===== config.mk =====
export PLATFORM = sky130hd
export DESIGN_NAME = threshold_command_line_parser_core
export DESIGN_NICKNAME = d
export VERILOG_FILES = /design/src/hdl/tclp_pkg.sv /design/src/hdl/tclp_token_fsm.sv /design/src/hdl/tclp_out_reg.sv /design/src/hdl/threshold_command_line_parser_core.sv
export SDC_FILE = /design/constraint.sdc
export NUM_CORES = 1
export LEC_CHECK = 0
export BUFFER_PORTS_ARGS = -buffer_cell sky130_fd_sc_hd__buf_4
export CORE_MARGIN = 1
export CORE_UTILIZATION = 55
export DETAILED_ROUTE_END_ITERATION = 6
export PLACE_DENSITY = 0.77
export SYNTH_ARGS = -nofsm -noshare
export SYNTH_HDL_FRONTEND = slang
export SYNTH_SLANG_ARGS = --single-unit

===== constraint.sdc =====
create_clock -name i_clk -period 6.46 [get_ports i_clk]
set_input_delay 0.323 -clock i_clk [delete_from_list [all_inputs] [get_ports i_clk]]
set_output_delay 0.323 -clock i_clk [all_outputs]
set_load 0.05 [all_outputs]

===== src/hdl/tclp_pkg.sv =====
// Shared types, character codes and helper functions for the threshold
// command line parser. No dependencies.
package tclp_pkg;

    localparam logic [7:0] CH_NEWLINE = 8'h0A;
    localparam logic [7:0] CH_NUL     = 8'h00;
    localparam logic [7:0] CH_SPACE   = 8'h20;
    localparam logic [7:0] CH_TAB     = 8'h09;
    localparam logic [7:0] CH_CR      = 8'h0D;
    localparam logic [7:0] CH_PLUS    = 8'h2B;
    localparam logic [7:0] CH_MINUS   = 8'h2D;
    localparam logic [7:0] CH_ZERO    = 8'h30;
    localparam logic [7:0] CH_NINE    = 8'h39;
    localparam logic [7:0] CH_A       = 8'h41;
    localparam logic [7:0] CH_I       = 8'h49;
    localparam logic [7:0] CH_M       = 8'h4D;
    localparam logic [7:0] CH_N       = 8'h4E;
    localparam logic [7:0] CH_X       = 8'h58;
    localparam logic [7:0] CH_COLON   = 8'h3A;
    localparam logic [7:0] CH_COMMA   = 8'h2C;

    localparam int MAG_W = 17;
    localparam logic [MAG_W-1:0] MAG_LIMIT = 17'd32768;
    localparam logic [1:0] TOKENS_MAX = 2'd2;

    typedef enum logic [2:0] {
        PH_BETWEEN = 3'd0,
        PH_LEAD    = 3'd1,
        PH_SIGN    = 3'd2,
        PH_DIGITS  = 3'd3,
        PH_STOPPED = 3'd4,
        PH_CLOSED  = 3'd5
    } t_phase;

    typedef struct packed {
        logic        line_ok;
        logic [1:0]  tokens_found;
        logic [15:0] upper_value;
        logic [15:0] lower_value;
    } t_result;

    typedef struct packed {
        logic    valid;
        t_result res;
    } t_line_done;

    function automatic logic is_delim(input logic [7:0] c);
        return (c == CH_A) || (c == CH_I) || (c == CH_M) || (c == CH_N) ||
               (c == CH_X) || (c == CH_COLON) || (c == CH_COMMA);
    endfunction

    function automatic logic is_space(input logic [7:0] c);
        return (c == CH_SPACE) || ((c >= CH_TAB) && (c <= CH_CR));
    endfunction

    function automatic logic is_digit(input logic [7:0] c);
        return (c >= CH_ZERO) && (c <= CH_NINE);
    endfunction

    // Clamp the magnitude and apply the sign as a 16-bit pattern.
    function automatic logic [15:0] token_value(input logic [MAG_W-1:0] mag,
                                                input logic neg);
        logic [MAG_W-1:0] m;
        m = mag;
        if (neg) begin
            if (m > MAG_LIMIT) m = MAG_LIMIT;
            return 16'(~m + 17'd1);
        end
        if (m > (MAG_LIMIT - 17'd1)) m = MAG_LIMIT - 17'd1;
        return m[15:0];
    endfunction

    // value * 10 + digit, saturated at the magnitude limit
    function automatic logic [MAG_W-1:0] accumulate(input logic [MAG_W-1:0] mag,
                                                    input logic [7:0] c);
        logic [20:0] v;
        v = {1'b0, mag, 3'b000} + {3'b000, mag, 1'b0} + {17'd0, 4'(c - CH_ZERO)};
        return (v > 21'(MAG_LIMIT)) ? MAG_LIMIT : v[MAG_W-1:0];
    endfunction

endpackage


===== src/hdl/tclp_token_fsm.sv =====
// Token state machine: line position, token phase, running value.
// Processes one registered byte per step. Depends on tclp_pkg.
module tclp_token_fsm #(
    parameter int LINE_LENGTH = 20
) (
    input  logic                   i_clk,
    input  logic                   i_rst_n,
    input  logic                   i_byte_valid,
    input  logic [7:0]             i_byte,
    input  logic                   i_step,
    output tclp_pkg::t_line_done   o_done
);
    import tclp_pkg::*;

    localparam int POS_W = $clog2(LINE_LENGTH);
    localparam logic [POS_W-1:0] LAST_POS = POS_W'(LINE_LENGTH - 1);

    logic [POS_W-1:0] r_pos, n_pos;
    logic [1:0]       r_count, n_count;
    t_phase           r_phase, n_phase;
    logic             r_neg, n_neg;
    logic [MAG_W-1:0] r_mag, n_mag;
    logic [15:0]      r_first, n_first;
    logic             r_ended, n_ended;

    always_ff @(posedge i_clk) begin
        if (!i_rst_n) begin
            r_pos   <= '0;
            r_count <= '0;
            r_phase <= PH_BETWEEN;
            r_neg   <= 1'b0;
            r_mag   <= '0;
            r_first <= '0;
            r_ended <= 1'b0;
        end else if (i_step) begin
            r_pos   <= n_pos;
            r_count <= n_count;
            r_phase <= n_phase;
            r_neg   <= n_neg;
            r_mag   <= n_mag;
            r_first <= n_first;
            r_ended <= n_ended;
        end
    end

    always_comb begin
        logic line_end;
        logic [15:0] tok;
        n_count = r_count;
        n_phase = r_phase;
        n_neg   = r_neg;
        n_mag   = r_mag;
        n_first = r_first;
        n_ended = r_ended;
        line_end = (i_byte == CH_NEWLINE) || (r_pos == LAST_POS);

        if ((i_byte != CH_NEWLINE) && !r_ended) begin
            if (i_byte == CH_NUL) begin
                n_ended = 1'b1;
            end else if (r_phase != PH_CLOSED) begin
                if (is_delim(i_byte)) begin
                    if (r_phase != PH_BETWEEN) begin
                        if (r_count >= TOKENS_MAX) begin
                            n_phase = PH_CLOSED;
                        end else begin
                            n_first = token_value(r_mag, r_neg);
                            n_phase = PH_BETWEEN;
                        end
                    end
                end else begin
                    // open a new token
                    if (r_phase == PH_BETWEEN) begin
                        n_count = r_count + 2'd1;
                        n_mag   = '0;
                        n_neg   = 1'b0;
                        n_phase = PH_LEAD;
                    end
                    unique case (n_phase)
                        PH_LEAD: begin
                            if (is_space(i_byte)) begin
                                n_phase = PH_LEAD;
                            end else if ((i_byte == CH_PLUS) || (i_byte == CH_MINUS)) begin
                                n_neg   = (i_byte == CH_MINUS);
                                n_phase = PH_SIGN;
                            end else if (is_digit(i_byte)) begin
                                n_mag   = accumulate(n_mag, i_byte);
                                n_phase = PH_DIGITS;
                            end else begin
                                n_phase = PH_STOPPED;
                            end
                        end
                        PH_SIGN, PH_DIGITS: begin
                            if (is_digit(i_byte)) begin
                                n_mag   = accumulate(n_mag, i_byte);
                                n_phase = PH_DIGITS;
                            end else begin
                                n_phase = PH_STOPPED;
                            end
                        end
                        default: ;
                    endcase
                end
            end
        end

        // result from the updated state
        tok = token_value(n_mag, n_neg);
        o_done.valid = i_byte_valid && line_end;
        o_done.res.tokens_found = n_count;
        o_done.res.line_ok      = (n_count >= TOKENS_MAX);
        o_done.res.lower_value  = '0;
        o_done.res.upper_value  = '0;
        if (n_count == 2'd1) begin
            o_done.res.lower_value = (n_phase == PH_BETWEEN) ? n_first : tok;
        end else if (n_count >= TOKENS_MAX) begin
            o_done.res.lower_value = n_first;
            o_done.res.upper_value = tok;
        end

        n_pos = r_pos + POS_W'(1);
        if (line_end) begin
            // back to reset state for the next line
            n_pos   = '0;
            n_count = '0;
            n_phase = PH_BETWEEN;
            n_neg   = 1'b0;
            n_mag   = '0;
            n_first = '0;
            n_ended = 1'b0;
        end
    end

endmodule


===== src/hdl/tclp_out_reg.sv =====
// Result register for the master stream side; holds a line result until taken.
// Depends on tclp_pkg.
module tclp_out_reg (
    input  logic                 i_clk,
    input  logic                 i_rst_n,
    input  logic                 i_load,
    input  tclp_pkg::t_result    i_res,
    output logic                 o_busy,
    input  logic                 m_axis_tready,
    output logic                 m_axis_tvalid,
    output logic [39:0]          m_axis_tdata
);
    import tclp_pkg::*;

    logic    r_valid;
    t_result r_res;

    always_ff @(posedge i_clk) begin
        if (!i_rst_n) begin
            r_valid <= 1'b0;
        end else if (i_load) begin
            r_valid <= 1'b1;
        end else if (m_axis_tready) begin
            r_valid <= 1'b0;
        end
    end

    always_ff @(posedge i_clk) begin
        if (i_load) begin
            r_res <= i_res;
        end
    end

    // full and not drained this cycle
    assign o_busy        = r_valid && !m_axis_tready;
    assign m_axis_tvalid = r_valid;
    assign m_axis_tdata  = {5'd0, r_res};

endmodule


===== src/hdl/threshold_command_line_parser_core.sv =====
// Threshold command line parser: one received byte per beat, one result per line.
// Path: the ending beat passes the input register, then loads the output register.
// Throughput: one byte beat per cycle while no line result waits on an untaken result.
// Reset: synchronous active-low i_rst_n clears the line state and both valid flags.
// Depends on tclp_pkg, tclp_token_fsm and tclp_out_reg.
module threshold_command_line_parser_core #(
    parameter int LINE_LENGTH = 20
) (
    input  logic        i_clk,
    input  logic        i_rst_n,
    input  logic        s_axis_tvalid,
    output logic        s_axis_tready,
    input  logic [7:0]  s_axis_tdata,   // [7:0] rx_byte
    output logic        m_axis_tvalid,
    input  logic        m_axis_tready,
    output logic [39:0] m_axis_tdata   // [15:0] lower_value, [31:16] upper_value,
                                        // [33:32] tokens_found, [34] line_ok, rest zero
);
    import tclp_pkg::*;

    logic       r_in_valid;
    logic [7:0] r_in_byte;
    t_line_done done;
    logic       out_busy;
    logic       step;

    // Hold the input beat while a line result would collide with an untaken result.
    assign step          = r_in_valid && !(done.valid && out_busy);
    assign s_axis_tready = !r_in_valid || step;

    always_ff @(posedge i_clk) begin
        if (!i_rst_n) begin
            r_in_valid <= 1'b0;
        end else if (s_axis_tvalid && s_axis_tready) begin
            r_in_valid <= 1'b1;
        end else if (step) begin
            r_in_valid <= 1'b0;
        end
    end

    always_ff @(posedge i_clk) begin
        if (s_axis_tvalid && s_axis_tready) begin
            r_in_byte <= s_axis_tdata;
        end
    end

    // Advance the token state by one byte.
    tclp_token_fsm #(
        .LINE_LENGTH (LINE_LENGTH)
    ) u_fsm (
        .i_clk        (i_clk),
        .i_rst_n      (i_rst_n),
        .i_byte_valid (r_in_valid),
        .i_byte       (r_in_byte),
        .i_step       (step),
        .o_done       (done)
    );

    // Capture the line result when the ending byte is processed.
    tclp_out_reg u_out (
        .i_clk         (i_clk),
        .i_rst_n       (i_rst_n),
        .i_load        (step && done.valid),
        .i_res         (done.res),
        .o_busy        (out_busy),
        .m_axis_tready (m_axis_tready),
        .m_axis_tvalid (m_axis_tvalid),
        .m_axis_tdata  (m_axis_tdata)
    );

endmodule

==> out/summary.txt <==
Critical path arrival = 6100 ps
Cell-internal power = 0.946 mW
Area Overhead vs Synth = 12.1%
Min cycle time layout = 6010 ps
Die Height = 118 um
Main synth FF type = dfxtp_1
Asr flop ratio synth = 0
WL final = 21900 um
Clk slew on worst S/H paths = 70 ps
Post-CTS Hold Buffers = 0
Cell area after technology mapping = 0.00740 sq mm
TritonCTS clock tree = built
End of the critical path = u_out.m_axis_tdata[6]
Max-cap violations = 0
RSZ-0062 raised after global routing = no
Final Max Slew Viols = 0
Core box area = 0.0132 sq mm
DR vias/cell = 6.59
Critical path class = reg -> reg
Logic pwr share = 0.176
DR WL/cell = 19.0 um
DR iter-0 viols = 904
Antenna cell count = 0
RR Endpoint = u_out.m_axis_tdata[6]
Layout cells sized above 1 = 0.144
CP startpoint kind = flop
IO Port Bufs = 48
Layout Nets = 1017
FF-to-FF path depth = 25
Fin crit share = 0.930
DR pass1 iterations = 5
Clock Skew = 10.5 ps
CP required = 6550 ps
Register-to-register setup slack = 450 ps
FF/Latch Area = 0.00220 sq mm
Clk root buf = clkbuf_16
Peak supply drop = 0.221 mV
Antenna viol nets, final = 0
Cell variety after synth = 85
Fin worst setup slack = 450 ps
Clock sinks = 89
Flops & latches, synth = 89
Reg-to-reg startpoint = u_fsm.r_phase[0]
Initial antenna violation count = 0
Total die area = 0.0139 sq mm
Post-DP Area = 0.00799 sq mm
GRT overflow = 0
Placement row count = 42
Sequential share of power = 0.440
Sw Pwr = 0.435 mW
Worst skew pair latency = 370 ps
Setup TNS = 0 ps
Clk pwr share = 0.384
Max frequency = 166 MHz
Post-synth EDFFs = 42
Fin area = 0.00830 sq mm
Gate Count Post-Synth = 936
Non-filler instance count after layout = 1148
All-layer global routing usage = 0.315
Overall die width = 118 um
Worst slack, placed = 368 ps
Status = finished clean
Multi-input logic area = 0.00487 sq mm
Routability cong. = 0.982
YS warnings = 0
Actual slew at the worst max-slew pin = 1250 ps
DRC Markers = 0
Final Hold Viols = 0
Number of global-route vias before repair = 6746
Crit path max fanout = 16
Switching Fraction = 0.315
Inst Count DP = 1132
Synthesized area per cell = 7.91 sq um
Maximum buffer depth of the clock tree = 2
Register area share after synthesis = 0.297
First-pass GRT wire length = 34900 um
Worst hold path depth = 1
IO Pins = 54
Slew margin rel. = 0.167
H-tree levels = 3
TritonCTS buffer count = 9
Worst hold path type = in -> reg
Power Density = 166 mW/mm^2
Worst Setup SP = u_fsm.r_phase[0]
P_leak = 3.30 nW
Post-CTS setup repair buffer count = 0
DPL Wire Length = 16200 um
Crit end category = flop
DR vias = 7563
Pin count of the biggest net entering global routing = 45
Initial Util = 0.561
Fillers = 1192
Final setup viols = 0
## layout make-up
cell class | count | share of cell area
Clock buffer | 9 | 0.0271
Clock inverter | 7 | 0.00875
Multi-Input combinational cell | 763 | 0.587
Timing Repair Buffer | 84 | 0.0760
Inverter | 20 | 0.00905
Tap cell | 176 | 0.0265
Sequential cell | 89 | 0.265
## stage by stage
stage / power [mW] / hold slack (ps) / util
2_1_floorplan: 0.790 / 422 / -
3_3_place_gp: 0.851 / 492 / 0.606
3_5_place_dp: 0.853 / 491 / 0.606
4_1_cts: 1.37 / 128 / 0.628
5_1_grt: 1.42 / 127 / 0.629
6_report: 1.38 / 132 / 0.629
## worst min path at each step
| stage | from | end | slack (ps) |
|---|---|---|---|
| after detailed placement | u_out.m_axis_tvalid | u_out.m_axis_tvalid | 490 |
| after global routing | s_axis_tdata[5] | r_in_byte[5] | 130 |
| after floorplan | s_axis_tdata[0] | r_in_byte[0] | 420 |
| after global placement | u_out.m_axis_tvalid | u_out.m_axis_tvalid | 490 |
| final | s_axis_tdata[5] | r_in_byte[5] | 130 |
| after CTS | s_axis_tdata[5] | r_in_byte[5] | 130 |
## cells in the final DEF (no fill, tap or decap), types with 10 or more instances in the layout
cell	synthesis	routed
nand2_1	107	107
buf_4	6	84
o21ai_0	71	70
nor2_1	68	67
a21oi_1	62	62
dfxtp_1	47	47
edfxtp_1	42	42
and2_1	37	37
ha_1	37	37
nor3_1	33	32
nor2b_1	31	31
a22oi_1	28	28
nand3_1	20	20
inv_1	19	19
a211oi_1	16	16
a31oi_1	14	14
nand2b_1	13	13
nand4_1	13	13
o31ai_1	13	13
and3_1	12	12
xor2_1	10	10
or3_1	11	10
## flip-flops by register name, summed over array words and instances, names as in the netlist
name	count
r_in_valid	1
u_fsm.r_ended	1
u_fsm.r_phase	3
u_fsm.r_mag	17
u_fsm.r_first	16
u_fsm.r_neg	1
u_fsm.r_pos	5
u_fsm.r_count	2
u_out.m_axis_tvalid	1
r_in_byte	8
u_out.m_axis_tdata	34
## cell families (layout without fill, tap and decap cells)
| logic type | after synthesis | after routing | synth area share |
|---|---|---|---|
| other | 1 | 5 | 0.000507 |
| AOI/OAI and AO/OA | 308 | 308 | 0.286 |
| and+or+nand+nor | 391 | 391 | 0.275 |
| DFF | 89 | 89 | 0.297 |
| xor gates and xnor gates | 18 | 18 | 0.0213 |
| muxes | 3 | 3 | 0.00406 |
| adders and majority gates | 38 | 38 | 0.0652 |
| buffers and inverters | 88 | 120 | 0.0510 |
## routing by layer
metal	routed length [um]	global-route usage	vias to the layer above	share of wire
met5	0	0	-	0
met4	720	0.113	0	0.033
met3	1940	0.0635	70	0.089
met2	9880	0.505	444	0.45
met1	9320	0.420	3492	0.43
li1	-	-	3557	-
## critical path, stage by stage (launching register included)
cell	delay [ps]
dfxtp_1	310
or3_4	460
and2_1	210
ha_1	270
ha_1	160
inv_1	50
fa_1	390
nand2b_1	220
a211oi_4	330
o21a_1	210
o21ai_0	90
or4_1	510
or3_4	440
nor3_2	220
nor3b_1	210
o21ai_0	90
o21ai_1	160
nand2_1	90
ha_1	210
buf_4	160
nand2_1	60
a31oi_1	40
a21boi_0	210
nor3b_1	80
o32ai_1	420
o21ai_1	120
## power by group through the flow
| stage | sequential (mW) | combinational [mW] | clock (mW) |
|---|---|---|---|
| 2_1_floorplan | 0.615 | 0.175 | 0 |
| 3_3_place_gp | 0.620 | 0.231 | 0 |
| 3_5_place_dp | 0.621 | 0.232 | 0 |
| 4_1_cts | 0.608 | 0.234 | 0.531 |
| 5_1_grt | 0.609 | 0.260 | 0.553 |
| 6_report | 0.608 | 0.243 | 0.530 |
## cells in the mapped netlist (4+ instances only)
cell type,n,share of area
xnor2_1,8,0.0095
nand4_1,13,0.011
o22ai_1,8,0.0068
edfxtp_1,42,0.17
a21boi_0,7,0.0071
buf_1,4,0.0020
clkbuf_1,43,0.022
buf_4,6,0.0061
and2_1,37,0.031
nand2b_1,13,0.011
nor3b_1,4,0.0041
dfxtp_1,47,0.13
o21ai_0,71,0.048
o21ai_1,4,0.0027
nor4_1,7,0.0059
ha_1,37,0.063
a31o_2,7,0.0083
xor2_1,10,0.012
a32o_1,4,0.0054
nor3_1,33,0.022
nand3_1,20,0.014
nand2_1,107,0.054
inv_1,19,0.0096
a211oi_1,16,0.016
or4_1,7,0.0071
a21o_1,9,0.0091
o21a_1,7,0.0071
o31ai_1,13,0.013
nor2_1,68,0.034
a22o_1,4,0.0047
a22oi_1,28,0.028
buf_2,14,0.0095
o41ai_1,4,0.0047
a31oi_1,14,0.012
a21oi_1,62,0.042
o32ai_1,4,0.0047
and3_1,12,0.010
o211ai_1,9,0.0091
nor2b_1,31,0.026
or3_1,11,0.0093
or2_2,6,0.0051
## repair_timing
action	4_1_cts	5_1_grt
setup endpoints to repair	0	9
hold endpoints to repair	0	0
resized for setup	0	3
Power figures use the tool's default switching activity.
